===== src/rtl/core/itpa_pkg.sv =====
`timescale 1ns / 1ps

package itpa_pkg;

  // Width of the value being converted.
  localparam int unsigned VAL_W = 32;
  // Quotient bits that the divider resolves per cycle, and division steps per digit.
  localparam int unsigned STEP_BITS = 8;
  localparam int unsigned DIV_STEPS = VAL_W / STEP_BITS;
  localparam int unsigned DIV_CNT_W = $clog2(DIV_STEPS);

  localparam int unsigned DIGIT_DEPTH_DEF = 32;

  // At most this many characters leave per conversion.
  localparam int unsigned MAX_OUT = 64;
  localparam int unsigned POS_W = $clog2(MAX_OUT);

  // Bit positions inside flag_bits.
  localparam int unsigned F_ZERO   = 0;
  localparam int unsigned F_SIGNED = 1;
  localparam int unsigned F_PLUS   = 2;
  localparam int unsigned F_SPACE  = 3;
  localparam int unsigned F_LEFT   = 4;
  localparam int unsigned F_LOWER  = 5;
  localparam int unsigned F_PREFIX = 6;

  localparam logic [4:0] RADIX_MIN = 5'd2;
  localparam logic [4:0] RADIX_MAX = 5'd16;
  localparam logic [4:0] RADIX_OCT = 5'd8;
  localparam logic [4:0] RADIX_HEX = 5'd16;

  localparam logic [7:0] CH_ZERO  = 8'h30;
  localparam logic [7:0] CH_X     = 8'h58;
  localparam logic [7:0] CH_SPACE = 8'h20;
  localparam logic [7:0] CH_MINUS = 8'h2D;
  localparam logic [7:0] CH_PLUS  = 8'h2B;
  localparam logic [7:0] CH_LOWER = 8'h20;

  localparam logic [7:0] SYMBOLS [16] = '{
    8'h30, 8'h31, 8'h32, 8'h33, 8'h34, 8'h35, 8'h36, 8'h37,
    8'h38, 8'h39, 8'h41, 8'h42, 8'h43, 8'h44, 8'h45, 8'h46
  };

  typedef struct packed {
    logic [VAL_W-1:0] value;
    logic [4:0]       radix;
    logic [6:0]       min_width;
    logic [5:0]       min_digits;
    logic [6:0]       flag_bits;
  } in_word_t;

  typedef struct packed {
    logic [7:0] out_char;
    logic       last_char;
  } out_word_t;

  typedef struct packed {
    logic             start;
    logic [VAL_W-1:0] dividend;
    logic [4:0]       radix;
  } div_in_t;

  typedef struct packed {
    logic             done;
    logic [VAL_W-1:0] quot;
    logic [3:0]       rem;
  } div_out_t;

endpackage


===== src/rtl/core/itpa_divider.sv =====
`timescale 1ns / 1ps

// Divides a value by a small radix, a fixed number of quotient bits per cycle.
module itpa_divider (
  input  logic               clk_i,
  input  logic               rst_ni,
  input  itpa_pkg::div_in_t  div_i,
  output itpa_pkg::div_out_t div_o
);

  logic [itpa_pkg::VAL_W-1:0]     work_q;
  logic [4:0]                     rem_q;
  logic [4:0]                     radix_q;
  logic [itpa_pkg::DIV_CNT_W-1:0] cnt_q;
  logic                           busy_q;
  logic                           done_q;

  logic [itpa_pkg::VAL_W-1:0] work_d;
  logic [4:0]                 rem_d;

  // Restoring division: the remainder stays below the radix, so it is narrow.
  always_comb begin
    work_d = work_q;
    rem_d  = rem_q;
    for (int i = 0; i < int'(itpa_pkg::STEP_BITS); i++) begin
      rem_d  = {rem_d[3:0], work_d[itpa_pkg::VAL_W-1]};
      work_d = {work_d[itpa_pkg::VAL_W-2:0], 1'b0};
      if (rem_d >= radix_q) begin
        rem_d     = rem_d - radix_q;
        work_d[0] = 1'b1;
      end
    end
  end

  always_ff @(posedge clk_i or negedge rst_ni) begin
    if (!rst_ni) begin
      cnt_q  <= '0;
      busy_q <= 1'b0;
      done_q <= 1'b0;
    end else if (div_i.start) begin
      cnt_q  <= '0;
      busy_q <= 1'b1;
      done_q <= 1'b0;
    end else if (busy_q) begin
      cnt_q <= cnt_q + 1'b1;
      if (cnt_q == itpa_pkg::DIV_CNT_W'(itpa_pkg::DIV_STEPS - 1)) begin
        busy_q <= 1'b0;
        done_q <= 1'b1;
      end
    end else begin
      done_q <= 1'b0;
    end
  end

  always_ff @(posedge clk_i) begin
    if (div_i.start) begin
      work_q  <= div_i.dividend;
      rem_q   <= '0;
      radix_q <= div_i.radix;
    end else if (busy_q) begin
      work_q <= work_d;
      rem_q  <= rem_d;
    end
  end

  assign div_o.done = done_q;
  assign div_o.quot = work_q;
  assign div_o.rem  = rem_q[3:0];

endmodule


===== src/rtl/core/integer_to_padded_ascii.sv =====
`timescale 1ns / 1ps

// Formats one integer as printf-style text and sends it out one ASCII character
// per output word, with last_char set on the final character. An input word
// carries the value, a radix of 2 to 16, a minimum field width, a minimum digit
// count and the flags (zero pad, signed, plus, space, left, lowercase, prefix);
// a word with a radix outside 2..16 is taken and produces no output. Digits come
// from a single divider that resolves 8 quotient bits per cycle; each digit is
// pushed onto a stack when its division is done, and the next division starts
// in that same cycle. After the last digit the field is sized in the states
// ST_SIZE and ST_BOUND, the characters then leave one per cycle while the output
// does not stall, and the next word is taken in the cycle after the last
// character (a 32-bit decimal value has at most 10 digits, a binary one 32).
// At most 64 characters are sent; longer text is cut there and the 64th
// character carries last_char. The output word sits in a register, so the last
// character may still wait on the output while the next input word is taken.
module integer_to_padded_ascii #(
  parameter int unsigned DIGIT_DEPTH = itpa_pkg::DIGIT_DEPTH_DEF
) (
  input  logic                clk_i,
  input  logic                rst_ni,
  input  logic                in_valid_i,
  output logic                in_stall_o,
  input  itpa_pkg::in_word_t  in_word_i,
  output logic                out_valid_o,
  input  logic                out_stall_i,
  output itpa_pkg::out_word_t out_word_o
);

  localparam int unsigned DC_W = $clog2(DIGIT_DEPTH + 1);
  localparam int unsigned B_W  = 8;

  typedef enum logic [2:0] {
    ST_IDLE,
    ST_DIVIDE,
    ST_SIZE,
    ST_BOUND,
    ST_EMIT
  } state_e;

  state_e                    state_q;
  logic                      out_valid_q;
  itpa_pkg::out_word_t       out_word_q;
  logic [DC_W-1:0]           dc_q;
  logic [itpa_pkg::POS_W-1:0] pos_q;

  // Per-conversion settings, captured when the word is taken.
  logic [6:0] width_q;
  logic [5:0] prec_q;
  logic       lower_q;
  logic       left_q;
  logic       zero_q;
  logic [7:0] sign_char_q;
  logic       sign_len_q;
  logic [1:0] pfx_len_q;
  logic [4:0] radix_q;

  // Digit stack: the most recent digit, the most significant one, sits on top.
  logic [3:0] stack_q [DIGIT_DEPTH];

  // Sizes and segment boundaries of the text.
  logic [B_W-1:0] pad_q;
  logic [B_W-1:0] extra_q;
  logic [B_W-1:0] b_lpad_q, b_sign_q, b_pfx_q, b_prec_q, b_dig_q, total_q;

  itpa_pkg::div_in_t  div_in;
  itpa_pkg::div_out_t div_out;

  logic                       in_acc;
  logic                       radix_ok;
  logic                       neg;
  logic [itpa_pkg::VAL_W-1:0] mag;
  logic [7:0]                 sign_char;
  logic [1:0]                 pfx_len;
  logic                       more_digits;
  logic                       out_free;

  logic [B_W-1:0] prec_eff;
  logic [B_W-1:0] used_len;
  logic [B_W-1:0] width_ext;
  logic [B_W-1:0] pos_ext;
  logic [7:0]     emit_char;
  logic           emit_last;
  logic           emit_digit;

  assign in_stall_o = (state_q != ST_IDLE);
  assign in_acc     = in_valid_i && !in_stall_o;
  assign radix_ok   = (in_word_i.radix >= itpa_pkg::RADIX_MIN) &&
                      (in_word_i.radix <= itpa_pkg::RADIX_MAX);

  // Sign handling: a negative signed value prints as its magnitude.
  assign neg = in_word_i.flag_bits[itpa_pkg::F_SIGNED] &&
               in_word_i.value[itpa_pkg::VAL_W-1];
  assign mag = neg ? (~in_word_i.value + 1'b1) : in_word_i.value;

  always_comb begin
    sign_char = '0;
    if (in_word_i.flag_bits[itpa_pkg::F_SIGNED]) begin
      if (neg) begin
        sign_char = itpa_pkg::CH_MINUS;
      end else if (in_word_i.flag_bits[itpa_pkg::F_PLUS]) begin
        sign_char = itpa_pkg::CH_PLUS;
      end else if (in_word_i.flag_bits[itpa_pkg::F_SPACE]) begin
        sign_char = itpa_pkg::CH_SPACE;
      end
    end
    pfx_len = 2'd0;
    if (in_word_i.flag_bits[itpa_pkg::F_PREFIX]) begin
      if (in_word_i.radix == itpa_pkg::RADIX_HEX) begin
        pfx_len = 2'd2;
      end else if (in_word_i.radix == itpa_pkg::RADIX_OCT) begin
        pfx_len = 2'd1;
      end
    end
  end

  // Another division follows while the quotient is nonzero and the stack has room.
  assign more_digits = (div_out.quot != '0) && (dc_q < DC_W'(DIGIT_DEPTH - 1));

  assign div_in.start    = (in_acc && radix_ok) ||
                           ((state_q == ST_DIVIDE) && div_out.done && more_digits);
  assign div_in.dividend = (state_q == ST_IDLE) ? mag : div_out.quot;
  assign div_in.radix    = (state_q == ST_IDLE) ? in_word_i.radix : radix_q;

  itpa_divider u_divider (
    .clk_i  (clk_i),
    .rst_ni (rst_ni),
    .div_i  (div_in),
    .div_o  (div_out)
  );

  // Field sizing: the digit field is at least the digit count, the rest is pad.
  assign prec_eff  = (B_W'(prec_q) > B_W'(dc_q)) ? B_W'(prec_q) : B_W'(dc_q);
  assign used_len  = B_W'(sign_len_q) + B_W'(pfx_len_q) + prec_eff;
  assign width_ext = B_W'(width_q);

  // The character at the current position follows from the segment boundaries.
  assign pos_ext  = B_W'(pos_q);
  assign out_free = !out_valid_q || !out_stall_i;

  always_comb begin
    emit_digit = 1'b0;
    if (pos_ext < b_lpad_q) begin
      emit_char = itpa_pkg::CH_SPACE;
    end else if (pos_ext < b_sign_q) begin
      emit_char = sign_char_q;
    end else if (pos_ext < b_pfx_q) begin
      emit_char = (pos_ext == b_sign_q) ? itpa_pkg::CH_ZERO
                                        : (itpa_pkg::CH_X | (lower_q ? itpa_pkg::CH_LOWER : '0));
    end else if (pos_ext < b_prec_q) begin
      emit_char = itpa_pkg::CH_ZERO;
    end else if (pos_ext < b_dig_q) begin
      emit_char  = itpa_pkg::SYMBOLS[stack_q[0]] | (lower_q ? itpa_pkg::CH_LOWER : '0);
      emit_digit = 1'b1;
    end else begin
      emit_char = itpa_pkg::CH_SPACE;
    end
    emit_last = (pos_ext == total_q - 1'b1) ||
                (pos_q == itpa_pkg::POS_W'(itpa_pkg::MAX_OUT - 1));
  end

  always_ff @(posedge clk_i or negedge rst_ni) begin
    if (!rst_ni) begin
      state_q     <= ST_IDLE;
      out_valid_q <= 1'b0;
      out_word_q  <= '0;
      dc_q        <= '0;
      pos_q       <= '0;
    end else begin
      // In the emit state a new character enters the output register whenever it is free;
      // otherwise a taken word leaves it.
      if ((state_q == ST_EMIT) && out_free) begin
        out_valid_q <= 1'b1;
      end else if (!out_stall_i) begin
        out_valid_q <= 1'b0;
      end
      case (state_q)
        ST_IDLE: begin
          dc_q  <= '0;
          pos_q <= '0;
          if (in_acc && radix_ok) begin
            state_q <= ST_DIVIDE;
          end
        end
        ST_DIVIDE: begin
          if (div_out.done) begin
            dc_q <= dc_q + 1'b1;
            if (!more_digits) begin
              state_q <= ST_SIZE;
            end
          end
        end
        ST_SIZE: begin
          state_q <= ST_BOUND;
        end
        ST_BOUND: begin
          state_q <= ST_EMIT;
        end
        ST_EMIT: begin
          if (out_free) begin
            out_word_q.out_char  <= emit_char;
            out_word_q.last_char <= emit_last;
            if (emit_last) begin
              state_q <= ST_IDLE;
            end else begin
              pos_q <= pos_q + 1'b1;
            end
          end
        end
        default: begin
          state_q <= ST_IDLE;
        end
      endcase
    end
  end

  always_ff @(posedge clk_i) begin
    if (in_acc) begin
      width_q     <= in_word_i.min_width;
      prec_q      <= in_word_i.min_digits;
      lower_q     <= in_word_i.flag_bits[itpa_pkg::F_LOWER];
      left_q      <= in_word_i.flag_bits[itpa_pkg::F_LEFT];
      zero_q      <= in_word_i.flag_bits[itpa_pkg::F_ZERO] &&
                     !in_word_i.flag_bits[itpa_pkg::F_LEFT];
      sign_char_q <= sign_char;
      sign_len_q  <= (sign_char != '0);
      pfx_len_q   <= pfx_len;
      radix_q     <= in_word_i.radix;
    end

    if ((state_q == ST_DIVIDE) && div_out.done) begin
      for (int i = int'(DIGIT_DEPTH) - 1; i > 0; i--) begin
        stack_q[i] <= stack_q[i-1];
      end
      stack_q[0] <= div_out.rem;
    end else if ((state_q == ST_EMIT) && out_free && emit_digit) begin
      for (int i = 0; i < int'(DIGIT_DEPTH) - 1; i++) begin
        stack_q[i] <= stack_q[i+1];
      end
      stack_q[DIGIT_DEPTH-1] <= '0;
    end

    if (state_q == ST_SIZE) begin
      extra_q <= prec_eff - B_W'(dc_q);
      pad_q   <= (width_ext > used_len) ? (width_ext - used_len) : '0;
    end

    // Pad lands on the left as spaces, after the prefix as zeros, or on the right.
    // The zero pad and the precision zeros both emit '0', so they share one segment.
    if (state_q == ST_BOUND) begin
      b_lpad_q <= (!zero_q && !left_q) ? pad_q : '0;
      b_sign_q <= ((!zero_q && !left_q) ? pad_q : '0) + B_W'(sign_len_q);
      b_pfx_q  <= ((!zero_q && !left_q) ? pad_q : '0) + B_W'(sign_len_q) + B_W'(pfx_len_q);
      b_prec_q <= pad_q + B_W'(sign_len_q) + B_W'(pfx_len_q) - (left_q ? pad_q : '0) +
                  extra_q;
      b_dig_q  <= pad_q + B_W'(sign_len_q) + B_W'(pfx_len_q) - (left_q ? pad_q : '0) +
                  extra_q + B_W'(dc_q);
      total_q  <= pad_q + B_W'(sign_len_q) + B_W'(pfx_len_q) + extra_q + B_W'(dc_q);
    end
  end

  assign out_valid_o = out_valid_q;
  assign out_word_o  = out_word_q;

endmodule


===== config.mk =====
export PLATFORM = sky130hd
export DESIGN_NAME = integer_to_padded_ascii
export DESIGN_NICKNAME = d
export VERILOG_FILES = /design/src/rtl/core/itpa_pkg.sv /design/src/rtl/core/itpa_divider.sv /design/src/rtl/core/integer_to_padded_ascii.sv
export SDC_FILE = /design/constraint.sdc
export NUM_CORES = 1
export LEC_CHECK = 0
export ABC_CLOCK_PERIOD_IN_PS = 16800
export BUFFER_PORTS_ARGS = -buffer_cell sky130_fd_sc_hd__buf_4
export CAP_MARGIN = 20
export CELL_PAD_IN_SITES_DETAIL_PLACEMENT = 2
export CELL_PAD_IN_SITES_GLOBAL_PLACEMENT = 2
export CORE_ASPECT_RATIO = 0.9
export CORE_UTILIZATION = 46
export CTS_CLUSTER_SIZE = 20
export DETAILED_ROUTE_END_ITERATION = 12
export MAX_ROUTING_LAYER = met4
export PLACE_DENSITY = 0.87
export RECOVER_POWER = 25
export SLEW_MARGIN = 20
export SYNTH_ARGS = -nofsm -noshare
export SYNTH_HDL_FRONTEND = slang
export SYNTH_SLANG_ARGS = --single-unit

===== constraint.sdc =====
create_clock -name clk_i -period 16.8 [get_ports clk_i]
set_input_delay 3.36 -clock clk_i [delete_from_list [all_inputs] [get_ports clk_i]]
set_output_delay 3.36 -clock clk_i [all_outputs]
set_load 0.02 [all_outputs]

==> flow_summary_export.csv, run 1 <==
group,metric,value,unit
synth,synth_mux_area_share,5.35,%
critical_path,crit_cells,45,
timing,fin_crit_sh,75.5,%
synth,seq_area_frac_synth,48.7,%
placed_design,place_hpwl,37.0,mm
timing,setup_viol,0,
synth,ys.flop_type,"edfxtp_1",
critical_path,critPathSlowestCell,"edfxtp_1",
drt,num_vias,12596,
placed_design,dp_cells,2011,
clock_tree,clk_latency,0.60,ns
critical_path,cp-start-kind,"flop",
clock_tree,cts_sinks,288,
synth,yosysUniqueCellTypes,80,
timing,max_freq,0.0788,GHz
timing,slew_viol_final,165,
hold_path,hold_class,"reg -> reg",
critical_path,cp_common_cell,"ha_1",
final_layout,drive_above_1_share,13.5,%
synth,syn_nets,1708,
synth,synthCells,1498,
clock_tree,cts_resized,0,
clock_tree,cts_root_buffer,"clkbuf_16",
timing,holdWs,0.464,ns
floorplan,placementRows,67,
floorplan,pin_count,72,
grt,grt_remaining_overflow,0,
synth,syn_area,17300,um^2
synth,synth_top_family_by_area,"compound AO/OA/AOI/OAI gates",
hold_path,hold-path-cell-count,2,
grt,grt_usage,29.9,%
synth,yosys.area.top_type,"edfxtp_1",
synth,synthTopCellsByCount,"252 x edfxtp_1, 129 x inv_1, 119 x ha_1",
placed_design,dp_slack,4.31,ns
critical_path,cp_top_family,"compound AO/OA/AOI/OAI gates",
drt,drt_wl_total,55.2,mm
floorplan,coreArea,37100,um^2
synth,ys_ff_latch,288,
grt,antenna_found_initial,2,
synth,synth_top_area_share,43.7,%
outcome,violations,"design-rule violations, max-capacitance violations, max-slew violations",
outcome,status,"finished, violations left",
timing,maxSlewHeadroom,-124,%
synth,synth_edf_count,252,
timing,clock_skew,0.0204,ns
timing,fin_tns_setup,0,ns
synth,synth_simple_gate_area_share,10.4,%
critical_path,critPathBufInv,2,
floorplan,die_w,207,um
timing,worstMarginPinSlew,3.36,ns
floorplan,die_h,186,um
clock_tree,cts_buffers,31,
grt,grt_pass1_vias,14138,
placed_design,port_buffers,70,
floorplan,initial_core_util,46.6,%
clock_tree,postCtsSetupRepairBufs,0,
grt,grt_pass1_wl,84.7,mm
clock_tree,cts_tree,"built",
clock_tree,clk_pin_slew_worst_paths,0.07,ns
synth,synth_adder_area_share,12.1,%
final_layout,fillers,3620,
synth,ys_top_cells_by_area,"edfxtp_1 44%, ha_1 8.6%, mux2_2 4.3%, dfrtp_1 4.0%, xnor2_1 3.9%",
critical_path,worst_setup_path_end_kind,"flop",
clock_tree,clock_path_buffers,3,
final_layout,fin_cells,2072,
final_layout,syn2layout_area_growth,11.4,%
synth,yosysMostFrequentCell,"edfxtp_1",
drt,ant_nets,0,
synth,synthXorXnorAreaFrac,5.36,%
final_layout,seq_area,8430,um^2
placed_design,place_congestion,0.876,
clock_tree,cts.htree.levels,1,
final_layout,nets,1772,
grt,grt_max_degree,77,
timing,fin_ws,4.11,ns
timing,finalCriticalPeriod,12.69,ns
critical_path,cp_max_fo,10,
critical_path,r2r_setup_slack,4.11,ns
drt,vias_per_cell,6.08,
drt,wire_per_inst,26.6,um
synth,yosys_warnings,0,
synth,synth-async-reset-ratio,9.72,%
critical_path,cp.required,17.30,ns
timing,finalHoldViolCount,0,
critical_path,slowest_delay,0.69,ns
drt,drc_errors,2,
flow_run,cap_viol_max_count,4,
drt,dr.pass1.iters,9,
clock_tree,ctsHoldBuffers,0,
drt,dr.first_iter.drc_count,699,
critical_path,critical_path_class,"reg -> reg",
floorplan,dieArea,38400,um^2
final_layout,multi_input_area,8190,um^2
synth,synth_compound_gate_area_share,13.9,%
critical_path,timing.reg2reg.worst_path_depth,45,
synth,avgSynthCellArea,11.6,um^2
critical_path,arrival,13.18,ns
timing,rsz0062_at_grt,"no",
## worst min-delay path, delay by kind of cell, from the launching register on
kind             cells  cell delay, ns
AO/OA/AOI/OAI        1            0.05
flip-flops           1            0.31
AND/OR/NAND/NOR      1            0.05
## metrics by stage
step	instance area, um^2	util, %
final	19300	51.9
after global routing	19300	51.9
after CTS	19300	52.0
after detailed placement	18300	49.3
after global placement	18300	49.3
after floorplan	17300	-
## worst paths after layout
| path | start | endpoint |
|---|---|---|
| setup reg to reg | u_divider.radix_q[1] | u_divider.rem_q[2] |
| hold reg to reg | stack_q[1][61] | stack_q[1][61] |
| setup / recovery | u_divider.radix_q[1] | u_divider.rem_q[2] |
| hold / removal | stack_q[1][61] | stack_q[1][61] |
| max in group asynchronous | rst_ni | state_q[1] |
| min in group asynchronous | rst_ni | u_divider.done_q |
## cells in the final DEF (no fill, tap or decap), drive strengths merged, types with 29 or more instances in the layout
cell / n
edfxtp: 252
inv: 131
ha: 119
a21oi: 104
nor2: 94
xnor2: 77
mux2: 76
nand2: 74
a22o: 68
clkbuf: 63
buf: 54
o21ai: 48
a21o: 46
fa: 30
xor2: 29
## layout make-up
cell class,count,share of cell area (%)
inverters,129,2.51
clock buffers,40,4.30
flip-flops and latches,288,43.7
clock inverters,18,0.921
well taps,483,3.13
multi-input cells,1035,42.5
diodes,2,0.0260
repair buffers,77,2.93
## per-layer routing
metal	vias to the layer above	routed length, um	global-route usage, %
met2	294	28700	53.2
met1	6543	23000	35.7
met4	0	1580	8.29
met5	-	0	-
li1	5639	-	-
met3	120	1880	3.19
## registers in the layout (all words and copies together), names as in the netlist, 6 cells and up
name and flops:
b_prec_q 8, pos_q 6, out_word_o 8, width_q 7
pad_q 8, prec_q 6, b_pfx_q 8, extra_q 7
dc_q 6, b_dig_q 8, u_divider.work_q 32, b_lpad_q 8
b_sign_q 8, total_q 8, stack_q 128
## cell families (layout without fill, tap and decap cells)
logic type | count (synthesis) | count (layout)
compound gates | 353 | 353
xor+xnor | 106 | 106
fa+ha+maj | 149 | 149
buf+inv | 175 | 264
flops | 288 | 288
mux | 83 | 83
other cells | 1 | 3
simple gates | 343 | 343
Power of run 1 is left out: the tool's default activity adds up to more than one toggle a clock period on the data nets, which glitch-free logic cannot reach.
==> run 2: changes to the inputs <==
--- a/config.mk
+++ b/config.mk
@@ -5,17 +5,17 @@
 export SDC_FILE = /design/constraint.sdc
 export NUM_CORES = 1
 export LEC_CHECK = 0
-export ABC_CLOCK_PERIOD_IN_PS = 16800
+export ABC_CLOCK_PERIOD_IN_PS = 11600
 export BUFFER_PORTS_ARGS = -buffer_cell sky130_fd_sc_hd__buf_4
 export CAP_MARGIN = 20
 export CELL_PAD_IN_SITES_DETAIL_PLACEMENT = 2
 export CELL_PAD_IN_SITES_GLOBAL_PLACEMENT = 2
 export CORE_ASPECT_RATIO = 0.9
-export CORE_UTILIZATION = 46
+export CORE_UTILIZATION = 39
 export CTS_CLUSTER_SIZE = 20
 export DETAILED_ROUTE_END_ITERATION = 12
 export MAX_ROUTING_LAYER = met4
-export PLACE_DENSITY = 0.87
+export PLACE_DENSITY = 0.79
 export RECOVER_POWER = 25
 export SLEW_MARGIN = 20
 export SYNTH_ARGS = -nofsm -noshare
==> constraint.sdc (replaced) <==
create_clock -name clk_i -period 11.6 [get_ports clk_i]
set_input_delay 2.32 -clock clk_i [delete_from_list [all_inputs] [get_ports clk_i]]
set_output_delay 2.32 -clock clk_i [all_outputs]
set_load 0.02 [all_outputs]
==> run 2 against run 1 <==
Effect of this change: the flow finishes with violations (max-capacitance violations, max-slew violations); global-route usage is 7.7 points lower; die area is 18% higher; routed wire length is 13% lower; highest routed layer unchanged.
==> flow_summary_export.csv, run 2 (synthesis results as in run 1) <==
group,metric,value,unit
grt,grt_remaining_overflow,0,
timing,max_freq,0.0908,GHz
clock_tree,clock_path_buffers,3,
placed_design,port_buffers,70,
hold_path,hold_class,"reg -> reg",
drt,wire_per_inst,21.9,um
final_layout,nets,1789,
critical_path,arrival,11.44,ns
final_layout,drive_above_1_share,15.3,%
timing,finalCriticalPeriod,11.01,ns
grt,grt_max_degree,97,
critical_path,timing.rr.end,"u_divider.rem_q[1]",
clock_tree,cts_buffers,34,
timing,setup_viol,0,
floorplan,pin_count,72,
floorplan,initial_core_util,39.9,%
clock_tree,cts_sinks,288,
timing,clock_skew,0.0259,ns
final_layout,final_cell_mix,"252 x edfxtp_1, 129 x inv_1, 119 x ha_1, 98 x a21oi_1, 91 x nor2_1",
final_layout,largest_reg_flops,128,
drt,ant_nets,0,
drt,drt_wl_total,48.1,mm
floorplan,dieArea,45200,um^2
clock_tree,cts.htree.levels,2,
critical_path,cp_common_cell,"a21o_1",
final_layout,regMostFlops,"stack_q",
clock_tree,cts_tree,"built",
critical_path,crit_end,"u_divider.rem_q[1]",
drt,dr.pass1.iters,7,
flow_run,cap_viol_max_count,4,
timing,finalHoldViolCount,0,
outcome,status,"finished, violations left",
grt,grt_pass1_wl,76.2,mm
critical_path,slowest_delay,0.62,ns
timing,slew_viol_final,165,
floorplan,die_w,224,um
outcome,violations,"max-capacitance violations, max-slew violations",
final_layout,mostFrequentLayoutCell,"edfxtp_1",
timing,worstMarginPinSlew,3.27,ns
final_layout,syn2layout_area_growth,13.5,%
timing,fin_crit_sh,94.9,%
drt,num_vias,12125,
final_layout,largestRegisters,"stack_q (128), u_divider.work_q (32)",
floorplan,coreArea,43400,um^2
critical_path,cp.required,12.03,ns
grt,grt_pass1_vias,13518,
drt,drc_errors,0,
clock_tree,clk_pin_slew_worst_paths,0.06,ns
placed_design,place_congestion,0.841,
floorplan,placementRows,72,
grt,antenna_found_initial,1,
drt,dr.first_iter.drc_count,628,
critical_path,critPathSlowestCell,"or4b_2",
drt,vias_per_cell,5.52,
clock_tree,cts_root_buffer,"clkbuf_16",
floorplan,die_h,202,um
grt,grt_usage,22.2,%
critical_path,worst_setup_path_end_kind,"flop",
clock_tree,clk_latency,0.55,ns
timing,maxSlewHeadroom,-118,%
critical_path,timing.reg2reg.worst_path_depth,46,
critical_path,r2r_setup_slack,0.59,ns
critical_path,rr_startpoint,"u_divider.work_q[31]",
placed_design,place_hpwl,35.0,mm
critical_path,critical_path_class,"reg -> reg",
critical_path,crit_path_start,"u_divider.work_q[31]",
critical_path,cp-start-kind,"flop",
timing,holdWs,0.460,ns
clock_tree,ctsHoldBuffers,0,
critical_path,cp_max_fo,8,
[run 2: what timing repair did]
item | 4_1_cts | 5_1_grt
gates resized for setup | 1 | 20
pin swaps | 1 | 4
endpoints found under the setup margin | 5 | 6
setup buffers | 4 | 4
[run 2: stage by stage]
step / worst slack [ns] / util (%) / instance area [um^2] / TNS (ns) / instances
2_1_floorplan: 1.34 / - / 17300 / 0 / 1498
3_3_place_gp: 0.591 / 42.6 / 18500 / 0 / 2126
3_5_place_dp: -0.175 / 42.6 / 18500 / -0.343 / 2126
4_1_cts: 0.0620 / 45.1 / 19600 / 0 / 2192
5_1_grt: -0.101 / 45.3 / 19700 / -0.298 / 2198
6_report: 0.589 / 45.3 / 19700 / 0 / 2198
[run 2: worst max-delay path: cells and delay by family (launching register included)]
family,cells,cell delay [ns]
and+or+nand+nor,8,1.72
AOI/OAI and AO/OA,24,5.14
buffers and inverters,3,0.35
muxes,3,0.81
adders and majority gates,8,2.48
DFF,1,0.38
[run 2: cell type report]
type,instances,area (um^2)
antenna,1,2.50
clock buffer,47,941
clock inverter,15,123
fill,4402,23800
inverter,129,484
multi-input combinational,1035,8270
sequential,288,8430
tap,592,741
timing repair buffer,91,666
[run 2: worst min-delay path by stage]
stage                        start              to  slack (ns)  depth (start not counted)
finish              stack_q[1][60]  stack_q[1][60]        0.46                          2
detailed placement  stack_q[1][60]  stack_q[1][60]        0.46                          2
CTS                 stack_q[1][60]  stack_q[1][60]        0.46                          2
floorplan           stack_q[1][62]  stack_q[1][62]        0.44                          2
global placement    stack_q[1][60]  stack_q[1][60]        0.44                          2
global route        stack_q[1][60]  stack_q[1][60]        0.49                          2
[run 2: metal layers]
metal / GRT usage, % / up-vias / routed length [um]
met5: - / - / 0
met3: 2.95 / 79 / 1630
li1: - / 5677 / -
met2: 37.3 / 186 / 24000
met4: 7.02 / 0 / 1230
met1: 27.7 / 6183 / 21200
Power of run 2 is left out for the same reason.
==> run 3: changes to the inputs <==
--- a/config.mk
+++ b/config.mk
@@ -6,14 +6,14 @@
 export NUM_CORES = 1
 export LEC_CHECK = 0
 export ABC_CLOCK_PERIOD_IN_PS = 11600
-export BUFFER_PORTS_ARGS = -buffer_cell sky130_fd_sc_hd__buf_4
 export CAP_MARGIN = 20
 export CELL_PAD_IN_SITES_DETAIL_PLACEMENT = 2
 export CELL_PAD_IN_SITES_GLOBAL_PLACEMENT = 2
 export CORE_ASPECT_RATIO = 0.9
-export CORE_UTILIZATION = 39
+export CORE_UTILIZATION = 40
 export CTS_CLUSTER_SIZE = 20
 export DETAILED_ROUTE_END_ITERATION = 12
+export DONT_BUFFER_PORTS = 1
 export MAX_ROUTING_LAYER = met4
 export PLACE_DENSITY = 0.79
 export RECOVER_POWER = 25
==> run 3 against run 2 <==
Effect of this change: the run still ends with max-capacitance violations, max-slew violations left; utilization rose by 0.18 points; first-iteration DRC count decreased by 10%; global-route usage is 1.4 points higher; final cell count shrank 5.1%; register-to-register slack better by 0.19 ns; routed wire length is 2.6% higher; critical endpoint is now u_divider.rem_q[3]; flip-flop and latch count unchanged; critical path type unchanged; non-clock buffer count down 71; critical path depth down 1; fmax increased by 1.7%; worst setup slack gained 0.19 ns; clock-buffer cell count rose by 5.
==> flow_summary_export.csv, run 3 (synthesis results as in run 1) <==
group,metric,value,unit
outcome,status,"finished, violations left",
outcome,violations,"max-capacitance violations, max-slew violations",
critical_path,rr_startpoint,"u_divider.work_q[31]",
drt,dr.first_iter.drc_count,564,
hold_path,worstHoldStart,"stack_q[1][60]",
clock_tree,cts_tree,"built",
final_layout,regMostFlops,"stack_q",
critical_path,crit_path_start,"u_divider.work_q[31]",
flow_run,cap_viol_max_count,2,
floorplan,die_w,221,um
floorplan,dieArea,44100,um^2
timing,finalCriticalPeriod,10.83,ns
critical_path,cp_max_fo,8,
clock_tree,clk_pin_slew_worst_paths,0.06,ns
floorplan,coreArea,42200,um^2
grt,grt_pass1_wl,78.2,mm
final_layout,syn2layout_area_growth,10.7,%
clock_tree,clk_latency,0.57,ns
drt,met3RoutedLength,2.04,mm
timing,finalHoldViolCount,0,
final_layout,largestRegisters,"stack_q (128), u_divider.work_q (32)",
floorplan,placementRows,71,
placed_design,place_hpwl,35.1,mm
critical_path,arrival,11.30,ns
drt,num_vias,11951,
grt,grt_usage,23.6,%
drt,drt_wl_total,49.3,mm
timing,setup_viol,0,
final_layout,mostFrequentLayoutCell,"edfxtp_1",
critical_path,cp_common_cell,"a21o_1",
floorplan,pin_count,72,
drt,dr.pass1.iters,4,
grt,grt_max_degree,78,
placed_design,port_buffers,0,
final_layout,largest_reg_flops,128,
placed_design,dp_cells,2012,
final_layout,final_cell_mix,"252 x edfxtp_1, 129 x inv_1, 119 x ha_1, 99 x a21oi_1, 91 x nor2_1",
clock_tree,cts.htree.levels,2,
drt,wire_per_inst,23.6,um
final_layout,utilization,45.4,%
drt,drc_errors,0,
final_layout,drive_above_1_share,12.2,%
critical_path,cp.required,12.07,ns
grt,grt_pass1_vias,13645,
critical_path,worst_setup_path_end_kind,"flop",
final_layout,nets,1720,
final_layout,fin_cells,2086,
critical_path,critical_path_class,"reg -> reg",
placed_design,place_congestion,0.859,
timing,clock_skew,0.0203,ns
hold_path,hold_class,"reg -> reg",
placed_design,dp_slack,0.0391,ns
critical_path,critPathSlowestCell,"or4b_2",
timing,slew_viol_final,121,
floorplan,initial_core_util,41.0,%
timing,fin_ws,0.774,ns
clock_tree,clock_path_buffers,3,
drt,ant_nets,0,
timing,maxSlewHeadroom,-122,%
timing,worstMarginPinSlew,3.33,ns
floorplan,die_h,199,um
clock_tree,cts_sinks,288,
grt,antenna_found_initial,1,
timing,fin_tns_setup,0,ns
timing,fin_crit_sh,93.3,%
drt,vias_per_cell,5.73,
grt,grt_remaining_overflow,0,
drt,met1_length,21.2,mm
clock_tree,cts_buffers,36,
drt,wl_met2,24.5,mm
critical_path,cp-start-kind,"flop",
clock_tree,cts_root_buffer,"clkbuf_16",
critical_path,slowest_delay,0.61,ns
timing,max_freq,0.0924,GHz
drt,maxUsedRoutingLayer,"met4",
-- run 3: area by class of cell --
class                   instances  area [um^2]
clock inverters                14          104
clock buffers                  52         1040
inverters                     129          484
flip-flops and latches        288         8430
multi-input cells            1035         8270
fillers                      4210        23000
repair buffers                 20          163
diodes                          1         2.50
well taps                     547          684
-- run 3: per-layer routing --
layer | vias up | GRT usage (%)
met4 | 0 | 9.30
li1 | 5545 | -
met1 | 6109 | 27.2
met5 | - | -
met2 | 185 | 40.7
met3 | 112 | 4.56
-- run 3: what timing repair did --
action,in CTS,in global routing
pin swaps,1,1
resized for setup,3,19
setup buffers,3,3
setup endpoints to repair,5,5
hold buffers,0,0
gates cloned,0,0
-- run 3: critical path: cells and delay by family (launching register included) --
family | cells | cell delay, ns
compound gates | 24 | 5.00
fa+ha+maj | 8 | 2.46
simple gates | 7 | 1.61
mux | 3 | 0.87
flops | 1 | 0.41
buf+inv | 3 | 0.36
-- run 3: stage by stage --
stage               cell area, um^2  hold slack [ns]
floorplan                     17300            0.436
finish                        19200            0.466
detailed placement            17900            0.464
global route                  19200            0.494
global placement              17900            0.442
CTS                           19100            0.472
-- run 3: path summary, 6_finish.rpt --
check / endpoint / slack (ns) / cells after the start
hold reg to reg: stack_q[1][60] / 0.47 / 2
min in group asynchronous: state_q[2] / 1.45 / 0
max in group asynchronous: dc_q[5] / 10.06 / 0
setup reg to reg: u_divider.rem_q[3] / 0.77 / 45
setup / recovery: u_divider.rem_q[3] / 0.77 / 45
hold / removal: stack_q[1][60] / 0.47 / 2
Power of run 3 is left out for the same reason.
